[src/rtl/core/hpg_pkg.sv]
// Shared constants, types and the prime base table for the Halton point generator.
// Used by hpg_divider, hpg_seq and halton_point_generator; depends on nothing.

package hpg_pkg;

  localparam int MAX_DIMS    = 22;
  localparam int PRIME_COUNT = 22;
  localparam int FRAC_BITS   = 32;
  localparam int DIM_W       = 5;
  localparam int IDX_W       = 32;
  localparam int VAL_W       = IDX_W + 1;
  localparam int BASE_W      = 7;
  localparam int DEN_W       = 40;
  localparam int REM_W       = DEN_W + 1;
  localparam int CHUNK       = 8;
  localparam int CHUNKS      = (VAL_W + CHUNK - 1) / CHUNK;
  localparam int DVD_W       = CHUNK * CHUNKS;
  localparam int STEP_W      = $clog2(FRAC_BITS);
  localparam int CFG_W       = 5;
  localparam int CFG_IDX_W   = 1;

  localparam logic [CFG_IDX_W-1:0] REG_DIM_COUNT = 1'd0;
  localparam logic [CFG_IDX_W-1:0] REG_TABLE_SEL = 1'd1;

  // Table 1 is table 0 moved up by one prime, so one list of 23 primes serves both.
  localparam logic [BASE_W-1:0] PRIMES [0:PRIME_COUNT] = '{
    7'd2,  7'd3,  7'd5,  7'd7,  7'd11, 7'd13, 7'd17, 7'd19,
    7'd23, 7'd29, 7'd31, 7'd37, 7'd41, 7'd43, 7'd47, 7'd53,
    7'd59, 7'd61, 7'd67, 7'd71, 7'd73, 7'd79, 7'd83
  };

  typedef struct packed {
    logic             frac_mode;
    logic [CHUNK-1:0] bits;
  } div_ctl_t;

  typedef struct packed {
    logic [FRAC_BITS-1:0] coord;
    logic [DIM_W-1:0]     dim;
    logic                 last;
  } res_t;

  function automatic logic [BASE_W-1:0] prime_base(input logic sel,
                                                   input logic [DIM_W-1:0] dim);
    logic [DIM_W-1:0] idx;
    idx = dim + {{(DIM_W-1){1'b0}}, sel};
    if (idx > DIM_W'(PRIME_COUNT)) begin
      return PRIMES[0];
    end
    return PRIMES[idx];
  endfunction

endpackage

[src/rtl/core/hpg_divider.sv]
// Shared restoring-division step unit: eight radix-2 steps by a small base,
// or one fraction step by a wide denominator. Depends on hpg_pkg.

module hpg_divider import hpg_pkg::*; (
  input  div_ctl_t          ctl,
  input  logic [REM_W-1:0]  rem_i,
  input  logic [DEN_W-1:0]  divisor_i,
  output logic [REM_W-1:0]  rem_o,
  output logic [CHUNK-1:0]  q_o
);

  logic [BASE_W-1:0] r;
  logic [BASE_W:0]   r_sh;
  logic [REM_W-1:0]  f_sh;

  always_comb begin
    r    = rem_i[BASE_W-1:0];
    r_sh = '0;
    q_o  = '0;
    f_sh = {rem_i[REM_W-2:0], 1'b0};
    if (ctl.frac_mode) begin
      // The remainder stays below the denominator, so the shift never drops a bit.
      if (f_sh >= {1'b0, divisor_i}) begin
        rem_o  = f_sh - {1'b0, divisor_i};
        q_o[0] = 1'b1;
      end else begin
        rem_o = f_sh;
      end
    end else begin
      for (int i = CHUNK - 1; i >= 0; i--) begin
        r_sh = {r, ctl.bits[i]};
        if (r_sh >= {1'b0, divisor_i[BASE_W-1:0]}) begin
          r_sh   = r_sh - {1'b0, divisor_i[BASE_W-1:0]};
          q_o[i] = 1'b1;
        end
        r = r_sh[BASE_W-1:0];
      end
      rem_o = {{(REM_W-BASE_W){1'b0}}, r};
    end
  end

endmodule

[src/rtl/core/hpg_seq.sv]
// Sequencer and datapath registers for digit reversal and fraction division.
// Depends on hpg_pkg and hpg_divider.

module hpg_seq import hpg_pkg::*; (
  input  logic             clk,
  input  logic             rst_n,
  input  logic             start,
  input  logic [IDX_W-1:0] point_index,
  input  logic [DIM_W-1:0] count,
  input  logic             sel,
  input  logic             res_ready,
  output logic             idle,
  output logic             res_valid,
  output res_t             res
);

  localparam logic [2:0] S_IDLE = 3'd0;
  localparam logic [2:0] S_LOAD = 3'd1;
  localparam logic [2:0] S_DIV  = 3'd2;
  localparam logic [2:0] S_ACC  = 3'd3;
  localparam logic [2:0] S_FRAC = 3'd4;
  localparam logic [2:0] S_EMIT = 3'd5;

  logic [2:0]           state_r, state_nxt;
  logic [VAL_W-1:0]     point_r;
  logic [DIM_W-1:0]     count_r;
  logic                 sel_r;
  logic [DIM_W-1:0]     dim_r;
  logic [BASE_W-1:0]    base_r;
  logic [DVD_W-1:0]     val_r;
  logic [REM_W-1:0]     rem_r;
  logic [DEN_W-1:0]     num_r;
  logic [DEN_W-1:0]     den_r;
  logic [FRAC_BITS-1:0] frac_r;
  logic [STEP_W-1:0]    step_r;

  div_ctl_t                div_ctl;
  logic [DEN_W-1:0]        div_divisor;
  logic [REM_W-1:0]        div_rem;
  logic [CHUNK-1:0]        div_q;
  logic [DEN_W+BASE_W-1:0] num_prod;
  logic [DEN_W+BASE_W-1:0] den_prod;
  logic [DEN_W-1:0]        num_new;

  assign div_ctl.frac_mode = (state_r == S_FRAC);
  assign div_ctl.bits      = val_r[DVD_W-1 -: CHUNK];
  assign div_divisor       = (state_r == S_FRAC) ? den_r
                                                 : {{(DEN_W-BASE_W){1'b0}}, base_r};

  hpg_divider u_div (
    .ctl       (div_ctl),
    .rem_i     (rem_r),
    .divisor_i (div_divisor),
    .rem_o     (div_rem),
    .q_o       (div_q)
  );

  assign num_prod = num_r * base_r;
  assign den_prod = den_r * base_r;
  assign num_new  = num_prod[DEN_W-1:0] + {{(DEN_W-BASE_W){1'b0}}, rem_r[BASE_W-1:0]};

  assign idle      = (state_r == S_IDLE);
  assign res_valid = (state_r == S_EMIT);
  assign res.coord = frac_r;
  assign res.dim   = dim_r;
  assign res.last  = (dim_r == count_r - DIM_W'(1));

  always_comb begin
    state_nxt = state_r;
    unique case (state_r)
      S_IDLE: if (start) state_nxt = S_LOAD;
      S_LOAD: state_nxt = S_DIV;
      S_DIV:  if (step_r == STEP_W'(CHUNKS - 1)) state_nxt = S_ACC;
      S_ACC:  state_nxt = (val_r == '0) ? S_FRAC : S_DIV;
      S_FRAC: if (step_r == STEP_W'(FRAC_BITS - 1)) state_nxt = S_EMIT;
      S_EMIT: begin
        if (res_ready) begin
          state_nxt = res.last ? S_IDLE : S_LOAD;
        end
      end
      default: state_nxt = S_IDLE;
    endcase
  end

  always_ff @(posedge clk) begin
    if (!rst_n) begin
      state_r <= S_IDLE;
    end else begin
      state_r <= state_nxt;
    end
  end

  always_ff @(posedge clk) begin
    case (state_r)
      S_IDLE: begin
        if (start) begin
          point_r <= {1'b0, point_index} + VAL_W'(1);
          count_r <= count;
          sel_r   <= sel;
          dim_r   <= '0;
        end
      end
      S_LOAD: begin
        base_r <= prime_base(sel_r, dim_r);
        val_r  <= {{(DVD_W-VAL_W){1'b0}}, point_r};
        rem_r  <= '0;
        num_r  <= '0;
        den_r  <= DEN_W'(1);
        step_r <= '0;
      end
      S_DIV: begin
        // After the last chunk val_r holds the quotient and rem_r the digit.
        rem_r  <= div_rem;
        val_r  <= {val_r[DVD_W-CHUNK-1:0], div_q};
        step_r <= step_r + STEP_W'(1);
      end
      S_ACC: begin
        num_r  <= num_new;
        den_r  <= den_prod[DEN_W-1:0];
        step_r <= '0;
        rem_r  <= (val_r == '0) ? {1'b0, num_new} : '0;
      end
      S_FRAC: begin
        rem_r  <= div_rem;
        frac_r <= {frac_r[FRAC_BITS-2:0], div_q[0]};
        step_r <= step_r + STEP_W'(1);
      end
      S_EMIT: begin
        if (res_ready && !res.last) begin
          dim_r <= dim_r + DIM_W'(1);
        end
      end
      default: begin
      end
    endcase
  end

endmodule

[src/rtl/core/halton_point_generator.sv]
// Top level of the Halton point generator: configuration registers, output register
// and the digit-reversal sequencer. Depends on hpg_pkg and hpg_seq.
//
//   channel | direction | handshake            | payload
//   in      | input     | in_valid / in_ready  | in_point_index
//   out     | output    | out_valid / out_ready| out_coordinate, out_dimension_number,
//           |           |                      | out_last_of_point
//   cfg     | input     | cfg_we               | cfg_index, cfg_data
//
// For each dimension of a point, the sequencer loads the base, then for each base-b
// digit of index+1 passes the dividend through the shared divider (eight quotient
// bits per cycle) and accumulates the digit, then forms the fraction one bit a cycle.
// in_ready is high only while the sequencer is idle. A stalled out_ready holds the
// sequencer at its finished coordinate; the output register lets the last coordinate
// wait while the next point is taken. Reset is synchronous and needs no clearing pass.

module halton_point_generator import hpg_pkg::*; (
  input  logic                 clk,
  input  logic                 rst_n,
  input  logic                 in_valid,
  output logic                 in_ready,
  input  logic [IDX_W-1:0]     in_point_index,
  output logic                 out_valid,
  input  logic                 out_ready,
  output logic [FRAC_BITS-1:0] out_coordinate,
  output logic [DIM_W-1:0]     out_dimension_number,
  output logic                 out_last_of_point,
  input  logic                 cfg_we,
  input  logic [CFG_IDX_W-1:0] cfg_index,
  input  logic [CFG_W-1:0]     cfg_data
);

  logic [DIM_W-1:0] dim_count_r;
  logic             table_sel_r;
  logic             out_valid_r;
  res_t             out_r;

  logic [DIM_W-1:0] count_eff;
  logic             seq_idle;
  logic             res_valid;
  logic             res_ready;
  res_t             res;

  // A zero count still yields one coordinate; counts past the table saturate.
  always_comb begin
    if (dim_count_r == '0) begin
      count_eff = DIM_W'(1);
    end else if (dim_count_r > DIM_W'(MAX_DIMS)) begin
      count_eff = DIM_W'(MAX_DIMS);
    end else begin
      count_eff = dim_count_r;
    end
  end

  assign in_ready  = seq_idle;
  assign res_ready = !out_valid_r || out_ready;

  hpg_seq u_seq (
    .clk         (clk),
    .rst_n       (rst_n),
    .start       (in_valid && seq_idle),
    .point_index (in_point_index),
    .count       (count_eff),
    .sel         (table_sel_r),
    .res_ready   (res_ready),
    .idle        (seq_idle),
    .res_valid   (res_valid),
    .res         (res)
  );

  always_ff @(posedge clk) begin
    if (!rst_n) begin
      dim_count_r <= DIM_W'(2);
      table_sel_r <= 1'b0;
    end else if (cfg_we) begin
      unique case (cfg_index)
        REG_DIM_COUNT: dim_count_r <= cfg_data[DIM_W-1:0];
        REG_TABLE_SEL: table_sel_r <= cfg_data[0];
        default: begin
        end
      endcase
    end
  end

  always_ff @(posedge clk) begin
    if (!rst_n) begin
      out_valid_r <= 1'b0;
    end else if (res_ready) begin
      out_valid_r <= res_valid;
    end
  end

  always_ff @(posedge clk) begin
    if (res_ready && res_valid) begin
      out_r <= res;
    end
  end

  assign out_valid            = out_valid_r;
  assign out_coordinate       = out_r.coord;
  assign out_dimension_number = out_r.dim;
  assign out_last_of_point    = out_r.last;

endmodule
[config.mk]
export PLATFORM = sky130hd
export DESIGN_NAME = halton_point_generator
export DESIGN_NICKNAME = d
export VERILOG_FILES = /design/src/rtl/core/hpg_pkg.sv /design/src/rtl/core/hpg_divider.sv /design/src/rtl/core/hpg_seq.sv /design/src/rtl/core/halton_point_generator.sv
export SDC_FILE = /design/constraint.sdc
export NUM_CORES = 2
export LEC_CHECK = 0
export BUFFER_PORTS_ARGS = -buffer_cell sky130_fd_sc_hd__buf_2
export CAP_MARGIN = 20
export CORE_ASPECT_RATIO = 0.7
export CORE_UTILIZATION = 39
export CTS_BUF_LIST = sky130_fd_sc_hd__clkbuf_4
export CTS_CLUSTER_DIAMETER = 150
export DETAILED_ROUTE_END_ITERATION = 12
export GPL_TIMING_DRIVEN = 0
export PLACE_DENSITY_LB_ADDON = 0.2
export SLEW_MARGIN = 10
export SYNTH_ARGS = -nofsm -noshare
export SYNTH_HDL_FRONTEND = slang
export SYNTH_HIERARCHICAL = 1
export SYNTH_SLANG_ARGS = --single-unit
[constraint.sdc]
create_clock -name clk -period 33.8 [get_ports clk]
set_clock_uncertainty 0.2 [all_clocks]
set_input_delay 3.38 -clock clk [delete_from_list [all_inputs] [get_ports clk]]
set_output_delay 3.38 -clock clk [all_outputs]
set_load 0.05 [all_outputs]
After elaboration in Yosys (flattened, before gate mapping)
Memory sizes are Yosys's and may differ from the RTL's.
Index checks and enable logic that the tools add are counted.
{"block": "totals", "ff_bits": 296, "mem_bits_ro": 224, "input_bits": 43, "output_inout_bits": 40, "word_cells": 138, "memories": 1}
{"memory": "(name not given)", "words": 32, "width": 7, "read_ports": 1, "rd_ports_with_merged_regs": 0, "wr": 0, "line": "hpg_pkg.sv:50", "source": "return PRIMES[idx];"}
{"block": "op_classes", "n_addsub": 15, "mul": 2, "magnitude_cmp": 12, "n_eq_ne": 13, "n_mux": 52, "n_bitwise": 2, "n_reduce_logical": 22}
{"cell": "$pmux W40 S2", "count": 3}
{"cell": "$mux W40", "count": 4}
{"cell": "$mux W7", "count": 20}
{"cell": "$pmux W40 S3", "count": 1}
{"cell": "$mul A40 B7 Y40", "count": 2}
{"cell": "$ge A8 B7 Y1", "count": 8}
{"cell": "$sub A7 B7 Y7", "count": 8}
{"cell": "$ge A41 B40 Y1", "count": 1}
{"cell": "$add A40 B7 Y40", "count": 1}
{"cell": "$logic_not A40 Y1", "count": 1}
{"cell": "$sub A40 B40 Y40", "count": 1}
{"cell": "$add A32 B1 Y33 const B", "count": 1}
{"cell": "$pmux W5 S2", "count": 2}
{"cell": "$pmux W3 S6", "count": 1}
{"cell": "$mux W3", "count": 5}
{"cell": "$mux W5", "count": 3}
{"cell": "$mux W1", "count": 13}
{"cell": "$add A5 B1 Y5 const B", "count": 2}
{"cell": "$gt A5 B5 Y1 const B", "count": 2}
{"cell": "$ne A2 B1 Y1 const B", "count": 4}
{"cell": "$reduce_bool A2 Y1", "count": 4}
{"cell": "$eq A3 B2 Y1 const B", "count": 2}
{"cell": "$eq A3 B3 Y1 const B", "count": 2}
{"cell": "$ge A6 B6 Y1 const B", "count": 1}
{"cell": "19 further kinds", "count": 26}

Longest topological paths before layout
{"block": "logic_depth", "ltp_word": 27, "mapped_depth": 91, "mapped_depth_nobuf": 86}

Cells and area by module
Netlist, hierarchy kept.
{"mod": "hpg_seq", "n_inst": 1, "cells_per_inst": 2662, "area_per_inst_um2": 26417.8, "seq_area_each_um2": 7537.2}
{"mod": "hpg_divider", "n_inst": 1, "cells_per_inst": 850, "area_per_inst_um2": 5923.2, "seq_area_each_um2": 0.0}
{"mod": "halton_point_generator", "n_inst": 1, "cells_per_inst": 75, "area_per_inst_um2": 1485.2, "seq_area_each_um2": 1281.2}

Worst setup path after synthesis
OpenSTA, ideal clock, no wires.
{"block": "synth_timing", "path_type": "reg-to-reg", "startpoint": "reg u_seq.state_r[0]", "endpoint": "reg u_seq.rem_r[3], data pin", "setup_ns": 0.256, "t_arrival_ns": 17.184, "required_time_ns": 33.344, "path_slack_ns": 16.160, "path_stages_with_launch": 86, "path_buffers": 6, "synth_period_minus_slack_ns": 17.640, "path_cell_list": "dfxtp_1 > clkbuf_1 > nor3_1 > clkbuf_1 > mux2_2 > inv_1 > ha_1 > buf_2 > a21o_1 > a41oi_2 > a21o_2 > nand2_1 > o21ai_0 > ha_1 > nor2b_1 > o31a_1 > o31a_1 > o21ai_1 > [50 not listed] > o211ai_1 > mux2i_4 > and2b_1 > a21oi_1 > ha_1 > nor2b_1 > o21ai_0 > nand2b_1 > a21o_1 > a21oi_1 > o21ai_0 > a21oi_1 > o31ai_1 > mux2i_1 > buf_6 > mux2i_1 > mux2i_1 > a22o_1"}
{"block": "synth_between", "elab_chain_cells": 27, "word_cells_on_any_way": 42, "cone_classes": "add/sub: 9; order compare: 9; eq/ne: 4; mux: 19; reduce/logical: 1"}
{"element": "start: declaration", "line": "hpg_seq.sv:24", "source": "logic [2:0] state_r, state_nxt;"}
{"element": "start signal: assignment", "line": "hpg_seq.sv:89", "source": "state_r <= state_nxt;"}
{"element": "$eq A3 B3 Y1 (*)", "line": "hpg_seq.sv:47", "source": "assign div_divisor = (state_r == S_FRAC) ? den_r"}
{"element": "$mux W40 (*)", "line": "hpg_seq.sv:47"}
{"element": "net u_seq.div_divisor[5]", "line": "hpg_seq.sv:38", "source": "logic [DEN_W-1:0] div_divisor;"}
{"element": "$sub A7 B7 Y7 or $ge A8 B7 Y1 (tied branches)", "line": "hpg_divider.sv:33, hpg_divider.sv:32"}
{"element": "$mux W7", "line": "hpg_divider.sv:32", "source": "if (r_sh >= {1'b0, divisor_i[BASE_W-1:0]}) begin"}
{"element": "$mux W7", "line": "hpg_divider.sv:21", "source": "if (ctl.frac_mode) begin"}
{"element": "$sub A7 B7 Y7 or $ge A8 B7 Y1 (tied branches)", "line": "hpg_divider.sv:33, hpg_divider.sv:32"}
{"element": "$mux W7", "line": "hpg_divider.sv:32"}
{"element": "[13 not listed]"}
{"element": "$ge A8 B7 Y1 or $sub A7 B7 Y7 (tied branches)", "line": "hpg_divider.sv:32, hpg_divider.sv:33"}
{"element": "$mux W7", "line": "hpg_divider.sv:32"}
{"element": "$mux W7", "line": "hpg_divider.sv:21"}
{"element": "$sub A7 B7 Y7 or $ge A8 B7 Y1 (tied branches)", "line": "hpg_divider.sv:33, hpg_divider.sv:32"}
{"element": "$mux W7", "line": "hpg_divider.sv:32"}
{"element": "$mux W40 (*)", "line": "hpg_divider.sv:21"}
{"element": "net u_seq.div_rem[3]", "line": "hpg_seq.sv:39", "source": "logic [REM_W-1:0] div_rem;"}
{"element": "$pmux W40 S3 (*)", "line": "hpg_seq.sv:94", "source": "case (state_r)"}
{"element": "end signal: assignment", "line": "hpg_seq.sv:113", "source": "rem_r <= div_rem;"}
{"element": "end signal: assignment", "line": "hpg_seq.sv:121", "source": "rem_r <= (val_r == '0) ? {1'b0, num_new} : '0;"}
{"element": "end signal: assignment", "line": "hpg_seq.sv:124", "source": "rem_r <= div_rem;"}
{"element": "end: declaration", "line": "hpg_seq.sv:31", "source": "logic [REM_W-1:0] rem_r;"}
Mark *: on every way through the listed nets, which the timed path passes. The rest lies on a longest branch. The select of a mux whose other input is x is not followed.
A chain may end at the register's enable or synchronous reset.

Worst setup path in the final report
{"block": "layout_timing", "startpoint": "reg u_seq.state_r[0]", "endpoint": "reg u_seq.rem_r[4], data pin"}
{"block": "layout_between", "elab_chain_cells": 27, "word_cells_on_any_way": 42, "cone_classes": "add/sub: 9; order compare: 9; eq/ne: 4; mux: 19; reduce/logical: 1"}
{"element": "$eq A3 B3 Y1 (*)", "line": "hpg_seq.sv:47"}
{"element": "$mux W40 (*)", "line": "hpg_seq.sv:47"}
{"element": "net u_seq.div_divisor[4]", "line": "hpg_seq.sv:38"}
{"element": "$sub A7 B7 Y7 or $ge A8 B7 Y1 (tied branches)", "line": "hpg_divider.sv:33, hpg_divider.sv:32"}
{"element": "$mux W7", "line": "hpg_divider.sv:32"}
{"element": "$mux W7", "line": "hpg_divider.sv:21"}
{"element": "$sub A7 B7 Y7 or $ge A8 B7 Y1 (tied branches)", "line": "hpg_divider.sv:33, hpg_divider.sv:32"}
{"element": "$mux W7", "line": "hpg_divider.sv:32"}
{"element": "[13 not listed]"}
{"element": "$sub A7 B7 Y7 or $ge A8 B7 Y1 (tied branches)", "line": "hpg_divider.sv:33, hpg_divider.sv:32"}
{"element": "$mux W7", "line": "hpg_divider.sv:32"}
{"element": "$mux W7", "line": "hpg_divider.sv:21"}
{"element": "$sub A7 B7 Y7 or $ge A8 B7 Y1 (tied branches)", "line": "hpg_divider.sv:33, hpg_divider.sv:32"}
{"element": "$mux W7", "line": "hpg_divider.sv:32"}
{"element": "$mux W40 (*)", "line": "hpg_divider.sv:21"}
{"element": "net u_seq.div_rem[4]", "line": "hpg_seq.sv:39"}
{"element": "$pmux W40 S3 (*)", "line": "hpg_seq.sv:94"}
Marked as above.

==> results.md <==
- Status: completed
- Yosys warnings: 6
- Num CTS Buffers: just over 80
- # IOs: 83
- # resized after CTS: 0
- Die Span Y: 248 um
- Via Count: 26582
- Final Net Count: ~4400
- CTS tree: yes
- # hold bufs at CTS: 0
- Hold endpoint: out_coordinate[31]
- Iter 0 DRT Violations: 2348
- Critical Path Fanout Max: 10
- Clk slew on worst S/H paths: 0.07 ns
- Post-Syn Instances: around 3600
- Largest net degree at the start of global routing: 51
- Gr ovfl total: 0
- Slew Limit Fails: 0
- Post-Route WL: 102000 um
- Antenna Violating Nets Remaining: 0
- I/O Buffers: roughly 80
- Worst slew pin tran: 1.19 ns
- Hold Vio Cnt, Final: 0
- Worst setup EP type: flop
- Vias in the first global route: 25636
- Chip width: 354 um
- Setup bufs post-CTS: 0
- Maximum root-to-sink buffer count: 3
- FF/Latch Area: 0.00879 mm^2
- Hold path depth: 0
- First-pass GRT wire length: 157000 um
- FMAX: about 0.046 GHz
- Crit path DAT: 22.36 ns
- Net Count, Synth: 4219
- Final setup vio count: 0
- Drt pass-1 iters: 5
- Crit path top cell by count: o21ai_0
- R2r worst-path depth: 85
- Critical path required time: 34.19 ns
- Final Cycle Share: 65.0%
- RePlAce Congestion: 0.910
- CP peak stage delay: 0.55 ns
- Slowest cell on the critical path: o21ai_0
- Syn_area_per_cell: 9.43 um^2
- Max Cap Viol: 0
- FF-to-FF setup slack: roughly 12 ns
- Top delay family on crit path: compound AO/OA/AOI/OAI gates
- Rel. slew slack: approximately a fifth
- Reg2reg end: u_seq/rem_r[4]
- Clock latency on the worst-skew pair: 0.94 ns
- Critical path class: reg -> reg
- Initial antenna violation count: 5
- Synthesized area: 0.0338 mm^2
- Remaining DRCs: 0
- Routed len/inst: 20.6 um
- Fin crit period: 21.97 ns
- Worst path bufs/invs: 10
- Via density: between 5 and 6
- Root cell of the clock tree: clkbuf_4
- Site row count: 89
- Global-route usage over all layers: 23.6%
- FF-to-FF Start: u_seq/state_r[0]
- Detailed Place HPWL: 82100 um
- RSZ-0062 raised after global routing: no
- Worst hold path startpoint: u_seq/frac_r[31]
- Area Overhead vs Synth: 9.05%
- Multi-input logic area: 0.0228 mm^2
- H-tree levels: 3
- Fillers: around 8400
- Startpoint Class: flop
- Hold crit path type: reg -> reg
- Layout cell share with drive strength beyond 1: 8.05%
- Clock Sink Count: 296
- Setup TNS: 0 ns
- Core Region: 0.0850 mm^2
- Full die area: roughly 0.088 mm^2
- Starting density of the core: 39.7%
-- final cells by class --
cell class                      instances  area share, %
Antenna cell                            4         0.0272
Buffer                                128           1.52
Clock buffer                          112           2.28
Clock inverter                         29          0.520
Inverter                              450           4.60
Multi-Input combinational cell       2707           61.8
Sequential cell                       296           23.9
Tap cell                             1137           3.86
Timing Repair Buffer                   90           1.50
-- placed cells by master, fill, tap and decap left out, types with 6 or more instances in the layout --
cell / count
a211oi_1: 28
a21boi_0: 9
a21o_1: 80
a21oi_1: 136
a22o_1: 31
a31oi_1: 12
and2_1: 331
and3_1: 33
buf_2: 91
clkbuf_1: 105
clkbuf_4: 112
clkinv_1: 17
dfxtp_1: 10
edfxtp_1: 286
fa_1: 359
ha_1: 236
inv_1: 448
mux2_2: 23
mux2i_1: 35
nand2_1: 491
nand2b_1: 28
nand3_1: 50
nand4_1: 28
nor2_1: 201
nor2b_1: 33
nor3_1: 31
nor3b_1: 7
nor4_1: 19
o211ai_1: 17
o21a_1: 19
o21ai_0: 99
o21ai_1: 7
o21bai_1: 12
o22ai_1: 6
o31a_1: 7
o31ai_1: 10
or2_2: 8
or3_1: 11
xnor2_1: 122
xor2_1: 65
-- worst reg2reg max path: cells and delay by family (launching register included) --
family	cells	cell delay, ns
buffers and inverters	10	2.38
multiplexers	11	3.90
adder cells (fa/ha/maj)	8	2.88
flip-flops	1	0.30
AND/OR/NAND/NOR	17	2.97
AO/OA/AOI/OAI	39	9.08
-- through the flow --
step	cells	util (%)	worst slack (ns)	area (um^2)	hold WS, ns
after detailed placement	4808	42.1	12.53	35800	0.223
after global placement	4800	41.9	11.45	35600	0.207
after CTS	4949	43.3	12.39	36800	0.237
after floorplan	3581	-	16.16	33800	0.200
after global routing	4950	43.3	10.64	36800	0.249
final	4953	43.3	11.83	36800	0.233
-- registers in the layout, summed over array words and instances, names as in the netlist --
name,cells
u_seq/count_r,5
u_seq/base_r,7
u_seq/dim_r,5
out_coordinate,32
u_seq/num_r,40
u_seq/rem_r,40
dim_count_r,5
out_last_of_point,1
table_sel_r,1
out_dimension_number,5
u_seq/point_r,33
u_seq/sel_r,1
u_seq/state_r,3
out_valid,1
u_seq/val_r,40
u_seq/step_r,5
u_seq/den_r,40
u_seq/frac_r,32
-- routing by layer --
layer / up-vias / global-route usage, % / share of wire, %
li1: 12308 / - / -
met1: 13226 / 38.2 / 52
met2: 939 / 30.6 / 37
met3: 107 / 5.53 / 9.0
met4: 2 / 5.14 / 1.7
met5: - / 0 / 0.013
-- worst max path at each step --
| stage | from | to | slack (ns) | depth (start not counted) |
|---|---|---|---|---|
| floorplan | u_seq/state_r[0] | u_seq/rem_r[3] | 16.16 | 85 |
| global placement | u_seq/state_r[0] | u_seq/rem_r[4] | 11.45 | 85 |
| detailed placement | u_seq/base_r[1] | u_seq/rem_r[4] | 12.53 | 84 |
| CTS | u_seq/state_r[0] | u_seq/rem_r[4] | 12.39 | 86 |
| global route | u_seq/state_r[0] | u_seq/rem_r[4] | 10.64 | 85 |
| finish | u_seq/state_r[0] | u_seq/rem_r[4] | 11.83 | 85 |
Power is left out: the tool's default activity adds up to more than one toggle a clock period on the data nets, which glitch-free logic cannot reach.
